==> src/rtl/assert_macros.svh <==
// Assertion helpers shared by the pool allocator RTL.
// Included by the controller and datapath modules; depends on nothing.
`ifndef ASSERT_MACROS_SVH
`define ASSERT_MACROS_SVH

// Check a property on every rising clock edge outside of reset.
`define OBA_ASSERT(lbl, clk, rst_n, prop, msg) \
  lbl: assert property (@(posedge clk) disable iff (!rst_n) (prop)) else $error(msg);

// Check a property on every rising clock edge, reset included.
`define OBA_ASSERT_ALWAYS(lbl, clk, prop, msg) \
  lbl: assert property (@(posedge clk) (prop)) else $error(msg);

`endif

==> src/rtl/oba_pkg.sv <==
// Shared types, sizes and codes for the owned block pool allocator.
// Used by every module of the block; depends on nothing.
`timescale 1ns / 1ps

package oba_pkg;

  // Pool geometry
  localparam int MaxBlocks  = 8;
  localparam int BlockBytes = 32;
  localparam int SlotW      = (MaxBlocks > 1) ? $clog2(MaxBlocks) : 1;
  localparam int CountW     = $clog2(MaxBlocks + 1);
  localparam int AddrW      = 16;
  localparam int TaskW      = 8;
  // Wide enough for base plus the largest slot offset, no wrap
  localparam int CandW      = $clog2(65536 + MaxBlocks * BlockBytes);

  // Register port
  localparam int PaddrW     = 3;
  localparam int PdataW     = 32;
  localparam int RegSelBit  = 2;
  localparam logic RegBase  = 1'b0;
  localparam logic RegLimit = 1'b1;
  localparam logic [AddrW-1:0] BaseReset  = 16'd256;
  localparam logic [AddrW-1:0] LimitReset = 16'd2048;

  // Request codes (unused code acts as a query)
  localparam logic [1:0] ReqAlloc = 2'd0;
  localparam logic [1:0] ReqFree  = 2'd1;
  localparam logic [1:0] ReqQuery = 2'd2;

  // Status codes
  localparam logic [2:0] StOk       = 3'd0;
  localparam logic [2:0] StFull     = 3'd1;
  localparam logic [2:0] StHeap     = 3'd2;
  localparam logic [2:0] StNotFound = 3'd3;
  localparam logic [2:0] StOwner    = 3'd4;

  typedef struct packed {
    logic [1:0]       req_type;
    logic [TaskW-1:0] task_id;
    logic [AddrW-1:0] block_address;
  } req_t;

  typedef struct packed {
    logic [2:0]       status;
    logic [AddrW-1:0] granted_address;
    logic [6:0]       free_count;
  } rsp_t;

  typedef struct packed {
    logic [AddrW-1:0] base_address;
    logic [AddrW-1:0] heap_limit;
  } cfg_t;

  // Controller to datapath commands
  typedef struct packed {
    logic load_req;  // capture the input item
    logic exec;      // evaluate, update pool state, load result register
  } ctrl_cmd_t;

endpackage

==> src/rtl/oba_regs.sv <==
// Configuration registers of the pool allocator behind an APB-style port.
// Depends on oba_pkg.
`timescale 1ns / 1ps

module oba_regs (
  input  logic                       clk_i,
  input  logic                       rst_ni,
  input  logic                       psel,
  input  logic                       penable,
  input  logic                       pwrite,
  input  logic [oba_pkg::PaddrW-1:0] paddr,
  input  logic [oba_pkg::PdataW-1:0] pwdata,
  output logic [oba_pkg::PdataW-1:0] prdata,
  output logic                       pready,
  output oba_pkg::cfg_t              cfg_o
);

  logic [oba_pkg::AddrW-1:0] base_q, base_d;
  logic [oba_pkg::AddrW-1:0] limit_q, limit_d;
  logic                      wr_en;
  logic                      sel;

  assign pready = 1'b1;
  assign wr_en  = psel && penable && pwrite && pready;
  assign sel    = paddr[oba_pkg::RegSelBit];

  // Decode the write
  always_comb begin
    base_d  = base_q;
    limit_d = limit_q;
    if (wr_en) begin
      unique case (sel)
        oba_pkg::RegBase:  base_d  = pwdata[oba_pkg::AddrW-1:0];
        oba_pkg::RegLimit: limit_d = pwdata[oba_pkg::AddrW-1:0];
        default:           base_d  = base_q;
      endcase
    end
  end

  // Read back
  always_comb begin
    unique case (sel)
      oba_pkg::RegBase:  prdata = oba_pkg::PdataW'(base_q);
      oba_pkg::RegLimit: prdata = oba_pkg::PdataW'(limit_q);
      default:           prdata = '0;
    endcase
  end

  always_ff @(posedge clk_i or negedge rst_ni) begin
    if (!rst_ni) begin
      base_q  <= oba_pkg::BaseReset;
      limit_q <= oba_pkg::LimitReset;
    end else begin
      base_q  <= base_d;
      limit_q <= limit_d;
    end
  end

  assign cfg_o.base_address = base_q;
  assign cfg_o.heap_limit   = limit_q;

endmodule

==> src/rtl/oba_ctrl.sv <==
// Controller of the pool allocator: input/output handshake and sequencing.
// Depends on oba_pkg and assert_macros.svh.
`timescale 1ns / 1ps
`include "assert_macros.svh"

module oba_ctrl (
  input  logic               clk_i,
  input  logic               rst_ni,
  input  logic               in_valid_i,
  output logic               in_stall_o,
  output logic               out_valid_o,
  input  logic               out_stall_i,
  output oba_pkg::ctrl_cmd_t cmd_o
);

  typedef enum logic {
    S_IDLE,
    S_EXEC
  } state_e;

  state_e state_q;
  logic   out_valid_q;
  logic   accept;
  logic   exec;

  // Take an item only when idle; commit once the result slot is free
  assign accept = in_valid_i && (state_q == S_IDLE);
  assign exec   = (state_q == S_EXEC) && (!out_valid_q || !out_stall_i);

  assign in_stall_o     = (state_q != S_IDLE);
  assign out_valid_o    = out_valid_q;
  assign cmd_o.load_req = accept;
  assign cmd_o.exec     = exec;

  always_ff @(posedge clk_i or negedge rst_ni) begin
    if (!rst_ni) begin
      state_q     <= S_IDLE;
      out_valid_q <= 1'b0;
    end else begin
      unique case (state_q)
        S_IDLE: begin
          if (accept) begin
            state_q <= S_EXEC;
          end
        end
        S_EXEC: begin
          if (exec) begin
            state_q <= S_IDLE;
          end
        end
        default: state_q <= S_IDLE;
      endcase
      // Raise on a new result, drop once the old one is taken
      if (exec) begin
        out_valid_q <= 1'b1;
      end else if (!out_stall_i) begin
        out_valid_q <= 1'b0;
      end
    end
  end

  `OBA_ASSERT(a_accept_then_exec, clk_i, rst_ni, accept |=> (state_q == S_EXEC), "accepted item not executed")
  `OBA_ASSERT(a_exec_gives_result, clk_i, rst_ni, exec |=> out_valid_q, "executed item produced no result")
  `OBA_ASSERT(a_exec_waits, clk_i, rst_ni, ((state_q == S_EXEC) && out_valid_q && out_stall_i) |=> (state_q == S_EXEC), "result overwritten while stalled")

endmodule

==> src/rtl/oba_dp.sv <==
// Datapath of the pool allocator: request register, used map, owner tags,
// used count, slot search, address checks and the result register.
// Depends on oba_pkg and assert_macros.svh.
`timescale 1ns / 1ps
`include "assert_macros.svh"

module oba_dp (
  input  logic               clk_i,
  input  logic               rst_ni,
  input  oba_pkg::ctrl_cmd_t cmd_i,
  input  oba_pkg::cfg_t      cfg_i,
  input  oba_pkg::req_t      req_i,
  output oba_pkg::rsp_t      rsp_o
);

  oba_pkg::req_t                req_q;
  oba_pkg::rsp_t                rsp_q, rsp_d;
  logic [oba_pkg::MaxBlocks-1:0] used_q, used_d;
  logic [oba_pkg::CountW-1:0]    count_q, count_d;
  logic [oba_pkg::TaskW-1:0]     owner_q [oba_pkg::MaxBlocks];

  logic                          alloc_found;
  logic [oba_pkg::SlotW-1:0]     alloc_slot;
  logic [oba_pkg::CandW-1:0]     cand;
  logic [oba_pkg::AddrW-1:0]     off;
  logic [oba_pkg::MaxBlocks-1:0] hit;
  logic [oba_pkg::SlotW-1:0]     free_slot;
  logic                          tag_we;
  logic [oba_pkg::SlotW-1:0]     tag_slot;

  // Lowest free slot
  always_comb begin
    alloc_found = 1'b0;
    alloc_slot  = '0;
    for (int i = 0; i < oba_pkg::MaxBlocks; i++) begin
      if (!used_q[i] && !alloc_found) begin
        alloc_found = 1'b1;
        alloc_slot  = oba_pkg::SlotW'(i);
      end
    end
  end

  // Candidate block address, computed without wrap
  assign cand = oba_pkg::CandW'(cfg_i.base_address)
              + oba_pkg::CandW'(alloc_slot) * oba_pkg::CandW'(oba_pkg::BlockBytes);

  // Match the freed offset against each slot's offset
  assign off = req_q.block_address - cfg_i.base_address;
  always_comb begin
    hit       = '0;
    free_slot = '0;
    for (int i = 0; i < oba_pkg::MaxBlocks; i++) begin
      hit[i] = (oba_pkg::CandW'(off) == oba_pkg::CandW'(i * oba_pkg::BlockBytes));
      if (hit[i]) begin
        free_slot = oba_pkg::SlotW'(i);
      end
    end
  end

  // Evaluate the request
  always_comb begin
    used_d   = used_q;
    count_d  = count_q;
    tag_we   = 1'b0;
    tag_slot = alloc_slot;
    rsp_d.status          = oba_pkg::StOk;
    rsp_d.granted_address = '0;
    unique case (req_q.req_type)
      oba_pkg::ReqAlloc: begin
        priority if (count_q >= oba_pkg::CountW'(oba_pkg::MaxBlocks) || !alloc_found) begin
          rsp_d.status = oba_pkg::StFull;
        end else if (cand == '0 || cand > oba_pkg::CandW'(cfg_i.heap_limit)) begin
          rsp_d.status = oba_pkg::StHeap;
        end else begin
          used_d[alloc_slot]    = 1'b1;
          count_d               = count_q + 1'b1;
          tag_we                = 1'b1;
          rsp_d.granted_address = cand[oba_pkg::AddrW-1:0];
        end
      end
      oba_pkg::ReqFree: begin
        tag_slot = free_slot;
        priority if (req_q.block_address < cfg_i.base_address || hit == '0
                     || !used_q[free_slot]) begin
          rsp_d.status = oba_pkg::StNotFound;
        end else if (owner_q[free_slot] != req_q.task_id) begin
          rsp_d.status = oba_pkg::StOwner;
        end else begin
          used_d[free_slot] = 1'b0;
          if (count_q != '0) begin
            count_d = count_q - 1'b1;
          end
        end
      end
      default: begin
        // Query and the unused code: report only
      end
    endcase
    rsp_d.free_count = 7'(oba_pkg::MaxBlocks) - 7'(count_d);
  end

  // Pool state
  always_ff @(posedge clk_i or negedge rst_ni) begin
    if (!rst_ni) begin
      used_q  <= '0;
      count_q <= '0;
    end else if (cmd_i.exec) begin
      used_q  <= used_d;
      count_q <= count_d;
    end
  end

  // Request, owner tags and result payload
  always_ff @(posedge clk_i) begin
    if (cmd_i.load_req) begin
      req_q <= req_i;
    end
    if (cmd_i.exec) begin
      rsp_q <= rsp_d;
      if (tag_we) begin
        owner_q[tag_slot] <= req_q.task_id;
      end
    end
  end

  assign rsp_o = rsp_q;

  `OBA_ASSERT(a_count_matches_map, clk_i, rst_ni, $countones(used_q) == int'(count_q), "used count out of step with used map")
  `OBA_ASSERT(a_count_bounded, clk_i, rst_ni, count_q <= oba_pkg::CountW'(oba_pkg::MaxBlocks), "used count above pool size")
  `OBA_ASSERT(a_grant_only_ok, clk_i, rst_ni, (cmd_i.exec && rsp_d.status != oba_pkg::StOk) |=> (rsp_q.granted_address == '0), "address granted on a failed request")

endmodule

==> src/rtl/owned_block_pool_allocator.sv <==
// Top level of the owned block pool allocator.
// Depends on oba_pkg, oba_regs, oba_ctrl and oba_dp.
//
//   channel  | handshake             | payload
//   ---------+-----------------------+---------------------
//   request  | in_valid_i/in_stall_o | in_item_i  (req_t)
//   result   | out_valid_o/out_stall_i | out_item_o (rsp_t)
//   config   | psel/penable/pwrite   | paddr, pwdata, prdata
//
// Each item is first captured; its execute step then searches the used map,
// checks the address and updates pool state. No new item is taken until that
// execute step is done. The result register frees the input side: a new item
// is accepted while the previous result waits. A stalled result holds the
// execute step until it is taken. Reset clears the used map and count at
// once; no clearing pass is needed.
`timescale 1ns / 1ps

module owned_block_pool_allocator (
  input  logic                       clk_i,
  input  logic                       rst_ni,
  input  logic                       in_valid_i,
  output logic                       in_stall_o,
  input  oba_pkg::req_t              in_item_i,
  output logic                       out_valid_o,
  input  logic                       out_stall_i,
  output oba_pkg::rsp_t              out_item_o,
  input  logic                       psel,
  input  logic                       penable,
  input  logic                       pwrite,
  input  logic [oba_pkg::PaddrW-1:0] paddr,
  input  logic [oba_pkg::PdataW-1:0] pwdata,
  output logic [oba_pkg::PdataW-1:0] prdata,
  output logic                       pready
);

  oba_pkg::cfg_t      cfg;
  oba_pkg::ctrl_cmd_t cmd;

  oba_regs u_regs (
    .clk_i   (clk_i),
    .rst_ni  (rst_ni),
    .psel    (psel),
    .penable (penable),
    .pwrite  (pwrite),
    .paddr   (paddr),
    .pwdata  (pwdata),
    .prdata  (prdata),
    .pready  (pready),
    .cfg_o   (cfg)
  );

  oba_ctrl u_ctrl (
    .clk_i       (clk_i),
    .rst_ni      (rst_ni),
    .in_valid_i  (in_valid_i),
    .in_stall_o  (in_stall_o),
    .out_valid_o (out_valid_o),
    .out_stall_i (out_stall_i),
    .cmd_o       (cmd)
  );

  oba_dp u_dp (
    .clk_i  (clk_i),
    .rst_ni (rst_ni),
    .cmd_i  (cmd),
    .cfg_i  (cfg),
    .req_i  (in_item_i),
    .rsp_o  (out_item_o)
  );

endmodule

==> config.mk <==
export PLATFORM = sky130hd
export DESIGN_NAME = owned_block_pool_allocator
export DESIGN_NICKNAME = d
export VERILOG_FILES = /design/src/rtl/oba_pkg.sv /design/src/rtl/oba_regs.sv /design/src/rtl/oba_ctrl.sv /design/src/rtl/oba_dp.sv /design/src/rtl/owned_block_pool_allocator.sv
export VERILOG_INCLUDE_DIRS = /design/src /design/src/rtl
export SDC_FILE = /design/constraint.sdc
export NUM_CORES = 1
export LEC_CHECK = 0
export BUFFER_PORTS_ARGS = -buffer_cell sky130_fd_sc_hd__buf_2
export CAP_MARGIN = 20
export CORE_UTILIZATION = 25
export CTS_BUF_LIST = sky130_fd_sc_hd__clkbuf_4 sky130_fd_sc_hd__clkbuf_8
export DETAILED_ROUTE_END_ITERATION = 10
export GPL_TIMING_DRIVEN = 0
export PLACE_DENSITY = 0.47
export SLEW_MARGIN = 20
export SYNTH_ARGS = -nofsm -noshare
export SYNTH_HDL_FRONTEND = slang
export SYNTH_SLANG_ARGS = --single-unit
==> constraint.sdc <==
create_clock -name clk_i -period 11.6 [get_ports clk_i]
set_input_delay 2.32 -clock clk_i [delete_from_list [all_inputs] [get_ports clk_i]]
set_output_delay 2.32 -clock clk_i [all_outputs]
set_load 0.02 [all_outputs]
; ---- Yosys cells after proc, flatten, opt, wreduce, memory -nomap -nowiden
; Memory sizes are Yosys's and may differ from the RTL's.
; Cells that the tools add are included.
; W data, S select, Z words.
[totals]
word_cells = 147
ff_bits = 98
input_bits = 68
rom_bits = 0
n_memories = 1
out_inout_bits = 61
ramBits = 64
latchBits = 0
[mem_list]
columns = memory, words, width, rd, rd_clocked_by_memory_dff, write_ports, line_no
row1 = u_dp.owner_q, 8, 8, 1, 0, 1, oba_dp.sv:20  ; logic [oba_pkg::TaskW-1:0] owner_q [oba_pkg::MaxBlocks];
[classes]
muxes = 57
magnitude_cmp = 7
n_addsub = 5
mul = 0
shifts = 0
n_bitwise = 6
n_eq_ne = 14
n_reduce_logical = 45
div_mod_pow = 0
[op_table]
columns = op, count
row1 = $eq A16 B8 Y1 const B, 4
row2 = $pmux W32 S2, 1
row3 = $mux W3, 11
row4 = $eq A16 B7 Y1 const B, 2
row5 = $mux W8, 4
row6 = $mux W1, 23
row7 = $mux W4, 5
row8 = $add A16 B8 Y17, 1
row9 = $gt A17 B16 Y1, 1
row10 = $logic_not A1 Y1, 17
row11 = $logic_not A17 Y1, 1
row12 = $eq A16 B6 Y1 const B, 1
row13 = $logic_not A16 Y1, 1
row14 = $lt A16 B16 Y1, 1
row15 = $pmux W8 S2, 1
row16 = $sub A16 B16 Y16, 1
row17 = $logic_and A1 B1 Y1, 13
row18 = $mux W2, 6
row19 = $and A8 B8 Y8, 1
row20 = $logic_not A8 Y1, 1
row21 = $lt A3 B4 Y1 const B, 2
row22 = $ne A2 B2 Y1 const B, 4
row23 = $ne A8 B8 Y1, 1
row24 = $not A8 Y8, 1
row25 = other kinds (21), 30

; ---- Logic depth before layout (Yosys ltp)
[depth]
word_depth = 30
depth_mapped = 25

; ---- By module
; Synthesis repeated with hierarchy kept, for this count alone.
[hier_totals]
cells_unflattened = 815
area_unflattened_um2 = 9198.8
[modules_own_cells]
columns = module, cells_per_inst, seq_area_each_um2, n_inst, area_each_um2
row1 = oba_dp, 702, 3723.6, 1, 7499.7
row2 = oba_regs, 105, 803.3, 1, 1600.3
row3 = oba_ctrl, 8, 50.0, 1, 98.8

; ---- Worst setup path after synthesis
; Ideal clock, no wire load.
[synth_timing]
path_type = input-to-output
start = input port paddr[2] (netlist name)
end = output port prdata[0] (netlist name)
t_arrival_ns = 3.133
path_buffers = 2
t_required_ns = 9.280
setup_slack_ns = 6.147
stages = 3
cell_sequence = clkbuf_1 clkbuf_1 o21ai_0
[synth_between]
elab_chain_cells = 2
[synth_lines]
columns = element, line_no
row1 = from (decl), owned_block_pool_allocator.sv:30  ; input logic [oba_pkg::PaddrW-1:0] paddr,
row2 = $not A1 Y1 (no line), n/a
row3 = $pmux W32 S2 (*), oba_regs.sv:42  ; unique case (sel)
row4 = to (decl), owned_block_pool_allocator.sv:32  ; output logic [oba_pkg::PdataW-1:0] prdata,
; Mark *: on every way between the ends. The rest lies on a longest branch, timed or not. The select of a mux whose other input is x is not followed.

; ---- Worst setup path after layout
[layout_timing]
start = register u_dp.used_q[0] (netlist name)
end = memory u_dp.owner_q[6][7] (netlist name), enable pin
[layout_between]
elab_chain_cells = 29
word_cells_on_any_way = 41
[layout_lines]
columns = element, line_no
row1 = from (decl), oba_dp.sv:18  ; logic [oba_pkg::MaxBlocks-1:0] used_q, used_d;
row2 = from (signal assigned), oba_dp.sv:108  ; used_q <= used_d;
row3 = $mux W1 or $logic_and A1 B1 Y1 (tied branches), oba_dp.sv:36  ; if (!used_q[i] && !alloc_found) begin
row4 = $mux W1, oba_dp.sv:36
row5 = $logic_not A1 Y1, oba_dp.sv:36
row6 = $logic_and A1 B1 Y1, oba_dp.sv:36
row7 = $mux W1, oba_dp.sv:36
row8 = $logic_not A1 Y1, oba_dp.sv:36
row9 = $logic_and A1 B1 Y1, oba_dp.sv:36
row10 = $mux W1, oba_dp.sv:36
row11 = (+13 left out), n/a
row12 = "net u_dp.cand, one bit", oba_dp.sv:24  ; logic [oba_pkg::CandW-1:0] cand;
row13 = $gt A17 B16 Y1 or $logic_not A17 Y1 (tied branches), oba_dp.sv:72  ; end else if (cand == '0 || cand > oba_pkg::CandW'(cfg_i.heap_limit)) begin
row14 = $logic_or A1 B1 Y1 (*), oba_dp.sv:72
row15 = $mux W1 (*), oba_dp.sv:72
row16 = $mux W1 (*), oba_dp.sv:70  ; priority if (count_q >= oba_pkg::CountW'(oba_pkg::MaxBlocks) || !alloc_found) begin
row17 = $mux W1 (*), oba_dp.sv:68  ; unique case (req_q.req_type)
row18 = $mux W1 (*), oba_dp.sv:120  ; if (tag_we) begin
row19 = $mux W1 (*), oba_dp.sv:118  ; if (cmd_i.exec) begin
row20 = $mux W1 (implied by the code) (*), oba_dp.sv:121  ; owner_q[tag_slot] <= req_q.task_id;
row21 = to (decl), oba_dp.sv:20
; Mark *: on every way through the listed nets, which the timed path passes. The rest lies on a longest branch.

==> metrics <==
RePlAce Congestion=0.831; sequential element share of the synthesized area=52.4%; Post-CTS Setup Repair Bufs=0; run status=finished, final reports clean; Via-to-Cell Ratio=4.72; clock share of power=21.5%; Hold-fix buffers, CTS=0; CTS Buffer Depth=2; placed cell areas=0.00988 mm^2; initial antenna violation count=0; Max-Cap Viols=0; RSZ-0062 raised after global routing=false; Reg2Reg Capture Point=u_dp.owner_q[6][7]$_DFFE_PP_; post-CTS sizing=0; final worst slack=4.75 ns; logic gate share of total power=40.7%; worst slack, placed=5.00 ns; synthesized instance count=774; CP required=11.74 ns; Reg clk slew, reported paths=0.10 ns; Hold Vio Cnt, Final=0; placed cells=1,339; Flop pwr share=37.8%; CTS root buf=clkbuf_8; initial core utilization=25.3%; CP Capture Point=u_dp.owner_q[6][7]$_DFFE_PP_; switching share of power=41.0%; Critical path origin=u_dp.used_q[0]$_DFFE_PN0P_; worst r2r path cells=19; Routed WL=24,600 um; Sw Pwr=0.810 mW; FMAX=0.146 GHz; cell area after layout=0.0103 mm^2; R2R Path Start=u_dp.used_q[0]$_DFFE_PN0P_; Core Rows=68; largest net degree at the start of global routing=47; clock sinks=160; die height=189 um; clk_lat worst skew=0.49 ns; number of synthesized register bits=160; worst-case clock skew=0.0167 ns; Post-synth ARST share=28.7%; Antenna Cells=0; Worst Path Arrival=6.98 ns; die area=0.0357 mm^2; Synth area leaders=edfxtp_1 (39%), dfrtp_1 (13%), ha_1 (5.6%); worst vdd ir=0.0794 mV; I/O Buffers=92; crit start category=flip-flop; Layout area overhead=17.6%; max-slew violations=0; Fillers=3,612; Yosys top cell by area=edfxtp_1; Util after Layout=29.8%; DRC=0; number of global-route vias before repair=6,425; PwrDens=193 mW/mm^2; Post-synth top cells=edfxtp_1 (114), nand2_1 (69), o21ai_0 (49); most used flip-flop cell after synthesis=edfxtp_1; CTS tree=built; count of final setup violators=0; PnR Total Power=1.98 mW; Worst-Margin Slew=1.06 ns; total CTS buffers=17; Final period util=59.0%; YS warnings=0; internal reg-to-reg setup slack=4.75 ns; Post-synth EDFFs=114; DR WL/cell=18.0 um; kind of critical path=flip-flop to flip-flop; final non-filler cell total=1,370; Tot GR Track Use=14.2%; Tmin final=6.85 ns; Synth top area share=39.2%; htree depth=4; Core ar.=0.0345 mm^2; DRT iter0 DRCs=402; share of layout cells above drive strength 1=24.4%; vias post-DR=6,471; first-pass GRT wire length=37,900 um; Leak=4.07 nW; Mean Syn Cell Area=11.3 um^2; relative slew slack=29.2%; Boundary Pins=129; critical path capture point type=flip-flop; critical path peak fanout=10; Setup TNS=0 ns; post-DP HPWL=18,200 um; Cell Int Power=1.17 mW; # nets final=1,012; hold crit path type=flip-flop to flip-flop; Synth cell types=78; area of the multi-input gates=0.00382 mm^2; Remaining Overflow, GRT=0; Final ANT Viol Nets=0; Horiz. Die Dim=189 um; Mapped Area=0.00873 mm^2; cell with the most instances after synthesis=edfxtp_1; Fin Hold WS=0.517 ns; drt pass-1 iters=5; Seq. cell area=0.00458 mm^2
## power by group through the flow
stage	clock, mW	combinational [mW]	sequential [mW]
CTS	0.439	0.809	0.748
finish	0.424	0.804	0.748
global route	0.462	0.895	0.757
global placement	0	0.796	0.759
floorplan	0	0.546	0.762
detailed placement	0	0.805	0.760
## cells in the final DEF (no fill, tap or decap), types with 6 or more instances in the layout
| cell | n |
|---|---|
| clkbuf_8 | 17 |
| nand2b_1 | 7 |
| clkbuf_1 | 15 |
| a31oi_1 | 12 |
| o21ai_1 | 7 |
| buf_4 | 25 |
| and3_1 | 16 |
| xnor2_1 | 11 |
| nor4_1 | 6 |
| o21ai_0 | 49 |
| dfrtp_1 | 44 |
| a21oi_1 | 24 |
| inv_1 | 41 |
| mux2_2 | 33 |
| nand3_1 | 29 |
| nand4_1 | 6 |
| nor2b_1 | 6 |
| a21o_1 | 10 |
| and4_1 | 6 |
| o311ai_0 | 6 |
| a211oi_1 | 11 |
| conb_1 | 17 |
| buf_2 | 95 |
| nand2_1 | 69 |
| nor3_1 | 21 |
| o21a_1 | 10 |
| ha_1 | 39 |
| edfxtp_1 | 114 |
| nor2_1 | 37 |
| or3_1 | 9 |
| and2_1 | 15 |
## worst min-delay path by stage
stage	from	to	slack (ns)	depth (start not counted)
floorplan	u_regs.base_q[12]$_DFFE_PN0P_	u_regs.base_q[12]$_DFFE_PN0P_	0.48	1
global route	u_regs.base_q[13]$_DFFE_PN0P_	u_regs.base_q[13]$_DFFE_PN0P_	0.55	1
finish	u_regs.base_q[12]$_DFFE_PN0P_	u_regs.base_q[12]$_DFFE_PN0P_	0.52	1
detailed placement	u_regs.base_q[12]$_DFFE_PN0P_	u_regs.base_q[12]$_DFFE_PN0P_	0.50	1
global placement	u_regs.base_q[12]$_DFFE_PN0P_	u_regs.base_q[12]$_DFFE_PN0P_	0.49	1
CTS	u_regs.base_q[12]$_DFFE_PN0P_	u_regs.base_q[12]$_DFFE_PN0P_	0.52	1
## layer usage
layer / routed length, um / vias up / track usage, %
li1: - / 3138 / -
met1: 12100 / 3155 / 19.8
met2: 11100 / 158 / 22.1
met3: 1060 / 20 / 2.95
met4: 316 / 0 / 4.03
met5: 0 / - / 0
## cell families (layout without fill, tap and decap cells)
kind of cell    Yosys count  in the layout  share of synthesized area (%)
fa+ha+maj                41             41                           6.05
simple gates            250            250                           15.4
xor+xnor                 16             16                           1.60
compound gates          177            177                           13.8
buf+inv                  86            212                           4.73
other cells               2             17                         0.0860
flops                   160            160                           52.4
mux                      42             42                           5.87
## registers in the layout (all words and copies together), names as in the netlist
| register | count |
|---|---|
| u_dp.owner_q | 64 |
| u_dp.req_q | 26 |
| u_dp.rsp_o | 24 |
| u_regs.base_q | 16 |
| u_regs.limit_q | 16 |
| u_dp.used_q | 8 |
| u_dp.count_q | 4 |
| u_ctrl.in_stall_o | 1 |
| u_ctrl.out_valid_o | 1 |
## critical path, cell delays in order, from the launching register on
cell      delay, ns
dfrtp_1        0.46
nand2_1        0.11
nor3_1         0.09
a32o_1         0.31
ha_1           0.22
fa_1           0.41
a21oi_1        0.47
nor3_1         0.12
xnor2_1        0.37
inv_1          0.09
ha_1           0.35
nand4_1        0.16
nor4_1         0.69
nor2_1         0.17
nor2_1         0.13
nor4b_1        0.48
nand2b_1       0.30
clkbuf_1       0.42
nor3_1         0.59
and2_1         0.54
## final cells by class
type | instances | area share (%)
Buffer | 42 | 2.41
Clock buffer | 17 | 2.28
Clock inverter | 14 | 1.44
Inverter | 44 | 1.61
Multi-Input combinational cell | 543 | 37.2
Sequential cell | 160 | 44.6
Tap cell | 455 | 5.55
Timing Repair Buffer | 95 | 4.90
No activity file was read; power rests on OpenSTA's default activity.
